===== src/sv/arc_ram.sv =====
module arc_ram #(
  parameter int WIDTH = 8,
  parameter int DEPTH = 64,
  parameter int AW    = (DEPTH > 1) ? $clog2(DEPTH) : 1
) (
  input  logic             clk,
  input  logic             wr_en,
  input  logic [AW-1:0]    wr_addr,
  input  logic [WIDTH-1:0] wr_data,
  input  logic             rd_en,
  input  logic [AW-1:0]    rd_addr,
  output logic [WIDTH-1:0] rd_data
);

  logic [WIDTH-1:0] mem [DEPTH];

  always_ff @(posedge clk) begin
    if (wr_en) begin
      mem[wr_addr] <= wr_data;
    end
    if (rd_en) begin
      rd_data <= mem[rd_addr];
    end
  end

endmodule


===== config.mk =====
export PLATFORM = sky130hd
export DESIGN_NAME = arc_ram
export DESIGN_NICKNAME = d
export VERILOG_FILES = /design/src/sv/arc_ram.sv
export SDC_FILE = /design/constraint.sdc
export NUM_CORES = 1
export LEC_CHECK = 0
export BUFFER_PORTS_ARGS = -buffer_cell sky130_fd_sc_hd__buf_2
export CORE_MARGIN = 3
export CORE_UTILIZATION = 50
export DETAILED_ROUTE_END_ITERATION = 8
export PLACE_DENSITY = 0.76
export SLEW_MARGIN = 40
export SYNTH_ARGS = -nofsm -noshare
export SYNTH_HDL_FRONTEND = slang
export SYNTH_SLANG_ARGS = --single-unit
export TNS_END_PERCENT = 20

===== constraint.sdc =====
create_clock -name clk -period 2.7 [get_ports clk]
set_clock_uncertainty 0.05 [all_clocks]
set_input_delay 0.135 -clock clk [delete_from_list [all_inputs] [get_ports clk]]
set_output_delay 0.135 -clock clk [all_outputs]
set_load 0.01 [all_outputs]

; Word-level counts from Yosys, hierarchy flattened
; Memory sizes are Yosys's and may differ from the RTL's. A register that Yosys moved wholly into a read port is not among the register bits.
; Cells that the tools add are included.
[totals]
wordCells = 3
ram_bits = 512
n_memories = 1
register_bits = 0
in_bits = 23
output_inout_bits = 8
[mem_list]
columns = name, words, word_bits, read_ports, rd_clocked_by_memory_dff, wr, line
row1 = mem, 64, 8, 1, 1, 1, 15  ; logic [WIDTH-1:0] mem [DEPTH];
[classes]
mux = 2
[op_table]
columns = cell, n
row1 = $mux W1, 2

; Depth between registers and ports, before layout
[logic_depth]
word_depth = 2
depth_mapped = 9
ltp_nobuf = 5

; Worst setup path after synthesis
; No wires, ideal clock.
[synth_path]
path_kind = in2reg
start = in rd_addr[1]
end = reg rd_data[3], read port of mem (data pin)
setup_ns = 0.266
t_required_ns = 2.384
path_slack_ns = 0.709
path_stages = 7
t_arrival_ns = 1.675
path_buffers = 3
path_cell_list = buf_4 > buf_2 > buf_2 > mux4_2 > mux4_2 > o21ai_1 > o41ai_1
[synth_rtl]
columns = element, line
row1 = "start, declared", 11  ; input logic [AW-1:0] rd_addr,
row2 = "end, declared", 12  ; output logic [WIDTH-1:0] rd_data

==> results.toml <==
[outcome]
run_status = "completed"

[place]
dpl_cell_area_um2 = 21600
gp_routability_congestion = 0.8328
portBuffers = 30
place.detailed.hpwl_um = 27340

[synthesis]
syn_nets = 963
synth_compound_gate_area_share = 0.02064
synth_edf_count = 520
synth.ff_latch_count = 520
synthCells = 940
ys_seq_area_frac = 0.7712
syn-mean-instance-area_um2 = 21.54
largest_family_of_logic_cells_by_synthesized_area = "multiplexers"
post_synth_top_flop = "edfxtp_1"
synth_simple_gate_area_share = 0.03374
post_synth_instance_area_um2 = 20250
synth_fa_ha_area_frac = 0
synth_most_common_cell = "edfxtp_1"
xor_xnor_fraction_of_synth_area = 0
largest_area_contributor_in_the_netlist = "edfxtp_1"
post_synth_main_area_contributors = "edfxtp_1 77%, mux4_2 14%, nor2_1 1.5%, mux2i_1 1.1%, mux2_2 0.72%"
synth-async-reset-ratio = 0
synth_commonest_cells = "520 x edfxtp_1, 126 x mux4_2, 83 x nor2_1"
yosysWarnings = 0
post-synth-top-area-fraction = 0.7712
yosys-mux-area-fraction = 0.1588
synthDistinctLibCells = 39

[timing]
totalNegativeSetupSlack_ps = 0
grt_setup_unrepaired = "false"
transition_time_of_the_tightest_slew_check_pin_ps = 786.9
fin_crit_sh = 0.8326
setup_viol = 0
achievable-frequency_mhz = 444.8
final_period_minus_worst_setup_slack_ps = 2248
maxSlewViolCount = 0
worst_slew_margin_relative_to_its_limit = 0.4734
hold_viol = 0

[floorplanning]
die_height_um = 207.2
dieWidth_um = 207.2
die_outline_area_um2 = 42940
coreArea_um2 = 39820
floorplan.io_pins = 31
floorplan.initialDensity = 0.5084
count_of_standard_cell_rows = 73

[power]
leakage_nw = 7.440
clockPowerShare = 0.411
p_comb_frac = 0.051
total_switching_power_mw = 3.374
power_density_nw_per_um2 = 718.6
p_int_mw = 13.31
peakVddDrop_uv = 434.9
sequentialPowerShare = 0.538
power_total_mw = 16.68
switching_share = 0.2022

[finish]
fin_area_um2 = 23220
insertedDiodeCount = 0
nets = 1094
post_route_cells_drive_above_1_share = 0.3075
area_growth_pct = 14.68

[detailed_routing]
drt_iter0_drc = 1377
viasPerCell = 6.183
dr_total_vias = 10100
remaining_drc_errors = 0
route.antenna.remaining_nets = 0
routedWlPerCell_um = 27.16
drt-total-wl_um = 44380
detail_route.first_pass.iterations = 6

[clocking]
cts.root.buffer_cell = "clkbuf_16"
tritoncts = "yes"
clk_pin_slew_ps = 60
htreeDepth = 2
post_cts_buffers = 0
skew_pair_late_insertion_delay_ps = 570
cts-buffers-inserted = 49
cts_num_sinks = 520
clk_path_buf_depth = 3

[hold_path]
hp-start = "wr_data[4]"
timing.hold.worst.class = "input pin to flop"

[global_routing]
groute.usage.overall = 0.2087
globalRoute.totalOverflow = 0
global_route.usage.met2 = 0.3296
wire_length_of_the_first_global_routing_pass_um = 67230
busiest_layer = "met2"
grt_max_degree = 65
grt_pass1_vias = 10270
met3_usage = 0.03944
global_route.usage.met1 = 0.3009
grt_antenna_before_repair = 1

[setup_path]
critPathCaptureType = "flop"
cp_arrival_ps = 2490
cp_max_fo = 1
timing.rr.start = "mem[47][0]"
critPathLaunch = "mem[47][0]"
crit_path_start_kind = "flop"
worst-endpoint-required_ps = 2940
worstSetupPathType = "flop to flop"

[job]
cap_violations = 0
critical path, stage by stage (launching register included):
cell	delay (ps)
edfxtp_1	350
mux4_2	500
mux2_2	280
a221oi_1	630
o2bb2ai_1	160
worst paths after layout:
check	cells past startpoint	slack (ps)	to
min reg2reg	4	880	rd_data[2]
max	4	450	rd_data[0]
min	1	20	mem[12][4]
max reg2reg	4	450	rd_data[0]
logic make-up (layout without fill, tap and decap cells):
group,Yosys count,after routing
muxes,162,162
and+or+nand+nor,153,153
DFF,520,520
buffers and inverters,51,220
AOI/OAI and AO/OA,54,54
repair_timing:
action | 4_1_cts | 5_1_grt
hold buffers | 2 | 0
hold endpoints to repair | 24 | 0
setup endpoints to repair | 0 | 0
resized for setup | 0 | 0
cell usage in the layout, fill, tap and decap left out, types with 2 or more instances in the layout:
master	netlist	final
nand2_1	19	19
o21a_1	2	2
clkbuf_1	17	12
o41ai_1	2	2
o32ai_1	2	2
mux2i_1	23	23
nand4_1	2	2
buf_12	2	8
nand3b_1	3	3
a2111oi_0	2	2
o21ai_0	2	2
clkinv_2	0	12
mux4_2	126	126
o22ai_1	8	8
nor2b_1	14	14
mux2_2	13	13
o221a_2	2	2
edfxtp_1	520	520
a221oi_1	6	6
nand2b_1	7	7
bufinv_16	0	6
nand3_1	13	13
nor3_1	7	7
a22oi_1	3	3
nor2_1	83	82
dlygate4sd3_1	0	2
buf_2	11	25
o21ai_1	2	2
clkbuf_16	0	51
clkinv_1	0	7
a21oi_1	3	3
o221ai_1	8	8
o2bb2ai_1	3	3
buf_4	13	95
nor4_1	2	2
o2111ai_1	3	3
a211oi_1	4	4
state kept, by name, indices dropped and copies added (netlist names):
register and count:
mem 512, rd_data 8
power groups by stage:
stage	Combinational (mW)	Clock (mW)	Sequential, mW
after floorplan	0.476	0	9.14
final	0.848	6.86	8.98
after global routing	0.905	7.25	8.98
after detailed placement	0.847	0	9.15
after global placement	0.827	0	9.15
after CTS	0.855	6.93	8.98
stage by stage:
step	hold slack [ps]	cells	worst slack (ps)	util
final	18.60	1634	451.9	0.5830
after global routing	24.07	1634	391.7	0.5830
after CTS	4.448	1634	459.3	0.5830
after detailed placement	506.0	1543	86.04	0.5424
after global placement	500.0	1543	96.20	0.5423
after floorplan	183.9	940	708.7	-
area by class of cell:
cell class | count | area [um^2]
Clock buffer | 63 | 1321
Clock inverter | 26 | 275.3
Fill cell | 2822 | 16600
Multi-Input combinational cell | 369 | 4318
Sequential cell | 520 | 15620
Tap cell | 525 | 656.9
Timing Repair Buffer | 131 | 1032
metal layers:
layer  wire length (um)  vias up
li1                   -     4199
met3               3922       88
met2              21790      560
met4               1370        2
met1              17290     5254
met5                 14        -
No activity file was read; power rests on OpenSTA's default activity.
