[config.mk]
export PLATFORM = sky130hd
export DESIGN_NAME = arc_cfg
export DESIGN_NICKNAME = d
export VERILOG_FILES = /design/src/sv/arc_pkg.sv /design/src/sv/arc_cfg.sv
export SDC_FILE = /design/constraint.sdc
export NUM_CORES = 1
export LEC_CHECK = 0
export ABC_AREA = 1
export BUFFER_PORTS_ARGS = -buffer_cell sky130_fd_sc_hd__buf_2
export CAP_MARGIN = 20
export CORE_MARGIN = 3
export CORE_UTILIZATION = 54
export CTS_BUF_LIST = sky130_fd_sc_hd__clkbuf_8
export DETAILED_ROUTE_END_ITERATION = 7
export GPL_TIMING_DRIVEN = 0
export PLACE_DENSITY_LB_ADDON = 0.2
export SKIP_LAST_GASP = 1
export SLEW_MARGIN = 20
export SYNTH_ARGS = -nofsm -noshare
export SYNTH_HDL_FRONTEND = slang
export SYNTH_SLANG_ARGS = --single-unit
[constraint.sdc]
create_clock -name clk -period 1.1 [get_ports clk]
set_input_delay 0.055 -clock clk [delete_from_list [all_inputs] [get_ports clk]]
set_output_delay 0.055 -clock clk [all_outputs]
set_load 0.005 [all_outputs]
[src/sv/arc_pkg.sv]
package arc_pkg;

  localparam int IP_W      = 32;
  localparam int MAC_W     = 48;
  localparam int LEN_W     = 16;
  localparam int OPC_W     = 16;
  localparam int CFG_W     = 48;
  localparam int CFG_IDX_W = 2;

  localparam int TABLE_DEPTH_DEF = 64;

  localparam logic [CFG_IDX_W-1:0] REG_LOCAL_IP  = 2'd0;
  localparam logic [CFG_IDX_W-1:0] REG_LOCAL_MAC = 2'd1;
  localparam logic [CFG_IDX_W-1:0] REG_ENABLE    = 2'd2;

  localparam logic OP_RESOLVE = 1'b0;
  localparam logic OP_PACKET  = 1'b1;

  // Opcode words as they arrive, before the byte swap (request 1, reply 2).
  localparam logic [OPC_W-1:0] RAW_REQUEST = 16'h0100;
  localparam logic [OPC_W-1:0] RAW_REPLY   = 16'h0200;

  localparam logic [LEN_W-1:0] MIN_FRAME_LEN = 16'd28;
  localparam logic [MAC_W-1:0] BCAST_MAC     = {MAC_W{1'b1}};

  typedef struct packed {
    logic             op;
    logic [IP_W-1:0]  lookup_ip;
    logic [LEN_W-1:0] frame_length;
    logic [OPC_W-1:0] pkt_operation_raw;
    logic [MAC_W-1:0] pkt_sender_mac;
    logic [IP_W-1:0]  pkt_sender_ip;
    logic [IP_W-1:0]  pkt_target_ip;
  } in_t;

  typedef struct packed {
    logic             resolve_valid;
    logic             resolve_hit;
    logic [MAC_W-1:0] resolved_mac;
    logic             frame_valid;
    logic             frame_is_reply;
    logic [MAC_W-1:0] frame_eth_dest;
    logic [MAC_W-1:0] frame_target_mac;
    logic [IP_W-1:0]  frame_target_ip;
    logic [MAC_W-1:0] frame_sender_mac;
    logic [IP_W-1:0]  frame_sender_ip;
  } out_t;

  typedef struct packed {
    logic [IP_W-1:0]  local_ip;
    logic [MAC_W-1:0] local_mac;
    logic             enable;
  } cfg_t;

  typedef struct packed {
    logic [IP_W-1:0]  ip;
    logic [MAC_W-1:0] mac;
  } entry_t;

endpackage

[src/sv/arc_cfg.sv]
module arc_cfg (
  input  logic                           clk,
  input  logic                           rst,
  input  logic                           cfg_write,
  input  logic [arc_pkg::CFG_IDX_W-1:0] cfg_index,
  input  logic [arc_pkg::CFG_W-1:0]     cfg_data,
  output arc_pkg::cfg_t                  cfg
);

  import arc_pkg::*;

  always_ff @(posedge clk) begin
    if (rst) begin
      cfg.local_ip  <= '0;
      cfg.local_mac <= '0;
      cfg.enable    <= 1'b1;
    end else if (cfg_write) begin
      case (cfg_index)
        REG_LOCAL_IP:  cfg.local_ip  <= cfg_data[IP_W-1:0];
        REG_LOCAL_MAC: cfg.local_mac <= cfg_data[MAC_W-1:0];
        REG_ENABLE:    cfg.enable    <= cfg_data[0];
        default: ;
      endcase
    end
  end

endmodule

== Yosys cells after proc, flatten, opt, wreduce, memory -nomap -nowiden ==
Index checks and enable logic that the tools add are counted.

* Register bits after elaboration: 81
* Latch bits: 0
* RAM bits: 0
* Bits in read-only memories: 0
* Logic and storage cells: 9
* Memories kept: 0

* $add $sub $neg: 0
* Multipliers: 0
* Div/mod/pow operators: 0
* $lt $le $gt $ge: 0
* Eq/ne operators: 2
* Shift operators: 0
* Mux-type cells: 0
* Bitwise logic cells: 0
* Reductions and logical operators: 4

{| class="wikitable"
|+ Operator list
! kind !! count
|-
| $reduce_and 2->1 || 3
|-
| $eq 2x1->1 const B || 1
|-
| $eq 2x2->1 const B || 1
|-
| $logic_not 2->1 || 1
|}

== Longest topological paths before layout ==
* Depth after elaboration: 2
* Gate-level depth with buffers: 6
* Gate-level depth less buffers: 5

== Worst setup path before layout ==
Ideal clock, no wire load.

* Path kind: input to register
* Start: input cfg_write
* End: register cfg[0] (netlist name)
* Library setup time: 130 ps
* Data arrival time: 576 ps
* Required time: 970 ps
* Slack: 394 ps
* Cell stages on the path: 5
* Path buffers: 2
* Cell sequence: buf_2 -> buf_2 -> nand3_1 -> nand2_1 -> nand3_1

* Word-level cells in the longest chain between the ends: 1

{| class="wikitable"
|+ RTL lines
! element !! RTL line !! text
|-
| start: declaration || arc_cfg.sv:4 || <nowiki>input logic cfg_write,</nowiki>
|-
| $reduce_and 2->1 (no line) || -- ||
|-
| end: declaration || arc_cfg.sv:7 || <nowiki>output arc_pkg::cfg_t cfg</nowiki>
|}

No other way between the ends.
A chain may end at the register's enable or synchronous reset.

== Worst setup path after layout ==
* Start: register cfg[6] (netlist name)
* End: output cfg[6] (netlist name)

No word-level cell between the ends.

==> run metrics <==
Non-Filler Instances=793; Cell Pwr Density=1350 mW/mm^2; Core Box Area=0.006026 sq mm; biggest area consumer among synthesized cells=dfxtp_1; fin crit share=82.99%; area of the multi-input gates=roughly 0.0013 sq mm; PortBufs=133; Worst Setup End Kind=output port; Slew Limit Headroom=between 60% and 70%; HP Class=in2reg; # Post-CTS Setup Buffers=0; Sequential Power Share=47.8%; maximum vdd drop=0.9443 mV; Yosys cell types=14; sequential cell area=0.001622 sq mm; IO Count=134; GRT Total Usage=27.14%; WHS=between 0.02 and 0.03 ns; Max H-tree Level=3; reg2reg setup slack=0.38 ns; Slew Viols, Final=0; WP data required=1.04 ns; Regs by FF count=cfg (81); CP Class=reg2out; status=finished clean; number of synthesized flops with an enable pin=0; total negative setup slack=0 ns; Total Wirelength=10.03 mm; gpl congestion=0.8069; placed cell areas=0.004189 sq mm; Core Util, Final=81.29%; post-CTS resize count=0; crit-path max FO=2; clk_lat worst skew=0.34 ns; Critical Path Start Type=flip-flop; share of cells above drive strength 1=24.23%; static leakage=roughly 2.8 nW; final instance area=0.004898 sq mm; Net Sw Frac=25.92%; Syn Inst Count=521; RSZ-0062 raised after global routing=no; drt wl/cell=12.65 um; Initial Utilization=56.91%; arrival time worst endpoint=0.86 ns; vias in the first global route=approximately 3.5k; Vias=3,773; top-area cell type share of the netlist area=a little under half; first-pass GRT wire length=15.75 mm; CTS clk-pin slew, worst paths=0.08 ns; die area=0.007344 sq mm; Post-synth top cells=nand2_1, nor2_1, dfxtp_1, inv_1, nand3_1; clk_skew=0 ns; area delta synth->final=42.83%; Final Hold Viols=0; FMAX=between 1 and 1.5 GHz; CTS root buf=clkbuf_8; Die Width=85.70 um; via/cell ratio=4.758; Ys Warns=0; CTS tree=done; n_diodes=0; crit-path leading delay family=flip-flops; DRC violations left=0; Net Sw Power=approximately 1.7 mW; antenna-violating nets left=0; CTS Sinks=81; nets=766; Logic pwr share=14.9%; Clk network pwr share=37.2%; ranking of synthesized cells by area=dfxtp_1, nand2_1, nor2_1; max-cap violation count=0; chip height=85.70 um; crit path buf inv count=1; Initial DRT Pass Iterations=4; critical path's largest stage delay=0.37 ns; grt ovf=0; Synth Cell Area=~0.0034 sq mm; slowest stage cell, crit path=dfxtp_1; Biggest register=cfg; drt initial violations=157; Mapped Avg Cell Area=6.583 sq um; CTS Buf Count=9; Internal Pwr Total=4.898 mW; placed insts=between 700 and 800; sequential area share after synthesis=between 40 and 50%; Worst-Margin Slew=between 0.5 and 0.6 ns; #FFs+latches synth=81; most common cell in the synthesized netlist=nand2_1; Final Setup Violations=0; detailed placement HPWL=6.449 mm; initial antenna violation count=0; max reg flops=81; ys flop type=dfxtp_1; row count=28; clock tree buffer depth=2; critical path cell sequence=buf_2; syn nets=574; fillers=434; largest net degree at the start of global routing=15; asr flop ratio synth=0%; Final Critical Period=0.9129 ns
==> power groups by stage <==
stage | registers, mW | clock network [mW] | logic [mW]
floorplan | 3.24 | 0 | 0.445
CTS | 3.16 | 2.49 | 0.973
detailed placement | 3.23 | 0 | 0.838
finish | 3.16 | 2.46 | 0.987
global route | 3.18 | 2.60 | 1.11
global placement | 3.22 | 0 | 0.816
==> tightest hold or removal path: stages <==
cell     delay, ns
buf_2         0.09
inv_2         0.08
nand2_1       0.08
nor2_1        0.03
==> logic make-up (layout without fill, tap and decap cells) <==
kind of cell	count (synthesis)	after routing	share of synthesized area (%)
and+or+nand+nor	294	294	33.89
AOI/OAI and AO/OA	32	32	4.670
DFF	81	81	47.28
buffers and inverters	114	311	14.16
==> what timing repair did <==
item | in CTS | in global routing
endpoints found under the setup margin | 0 | 0
hold buffers | 48 | 0
endpoints found under the hold margin | 48 | 0
==> per-stage QoR <==
stage	power, mW	worst slack [ns]
2_1_floorplan	3.685	0.3943
3_3_place_gp	4.035	0.1010
3_5_place_dp	4.064	0.04983
4_1_cts	6.621	0.1834
5_1_grt	6.882	0.1465
6_report	6.612	0.1871
==> path summary, 6_finish.rpt <==
| path | from | endpoint | cells after the start |
|---|---|---|---|
| hold / removal | rst | cfg[74] | 4 |
| setup / recovery | cfg[6] | cfg[6] | 1 |
| setup reg to reg | cfg[39] | cfg[39] | 4 |
| hold reg to reg | cfg[58] | cfg[58] | 2 |
==> cells in the final DEF, fill, tap and decap left out, types with 2 or more instances in the layout <==
cell,netlist,layout
nand3_1,34,34
buf_1,3,3
clkbuf_8,0,10
clkinv_4,0,3
nand2_1,129,129
buf_6,5,5
dfxtp_1,81,81
nor2_1,128,128
dlygate4sd3_1,0,48
buf_2,16,149
clkbuf_1,7,7
inv_1,81,81
inv_2,2,2
bufinv_16,0,2
a21oi_1,32,32
==> routing by layer <==
layer | GRT usage, % | part of all wire (%)
met5 | 0 | 0
met4 | 12.81 | 2.8
met3 | 5.668 | 6.9
met2 | 48.80 | 50
met1 | 30.48 | 40
==> area by class of cell <==
| type | count | share of cell area [%] |
|---|---|---|
| Buffer | 31 | 3.550 |
| Clock buffer | 10 | 2.810 |
| Clock inverter | 6 | 1.865 |
| Inverter | 83 | 6.360 |
| Multi-Input combinational cell | 326 | 27.00 |
| Sequential cell | 81 | 33.10 |
| Tap cell | 75 | 1.916 |
| Timing Repair Buffer | 181 | 23.40 |
Power figures use the tool's default switching activity.
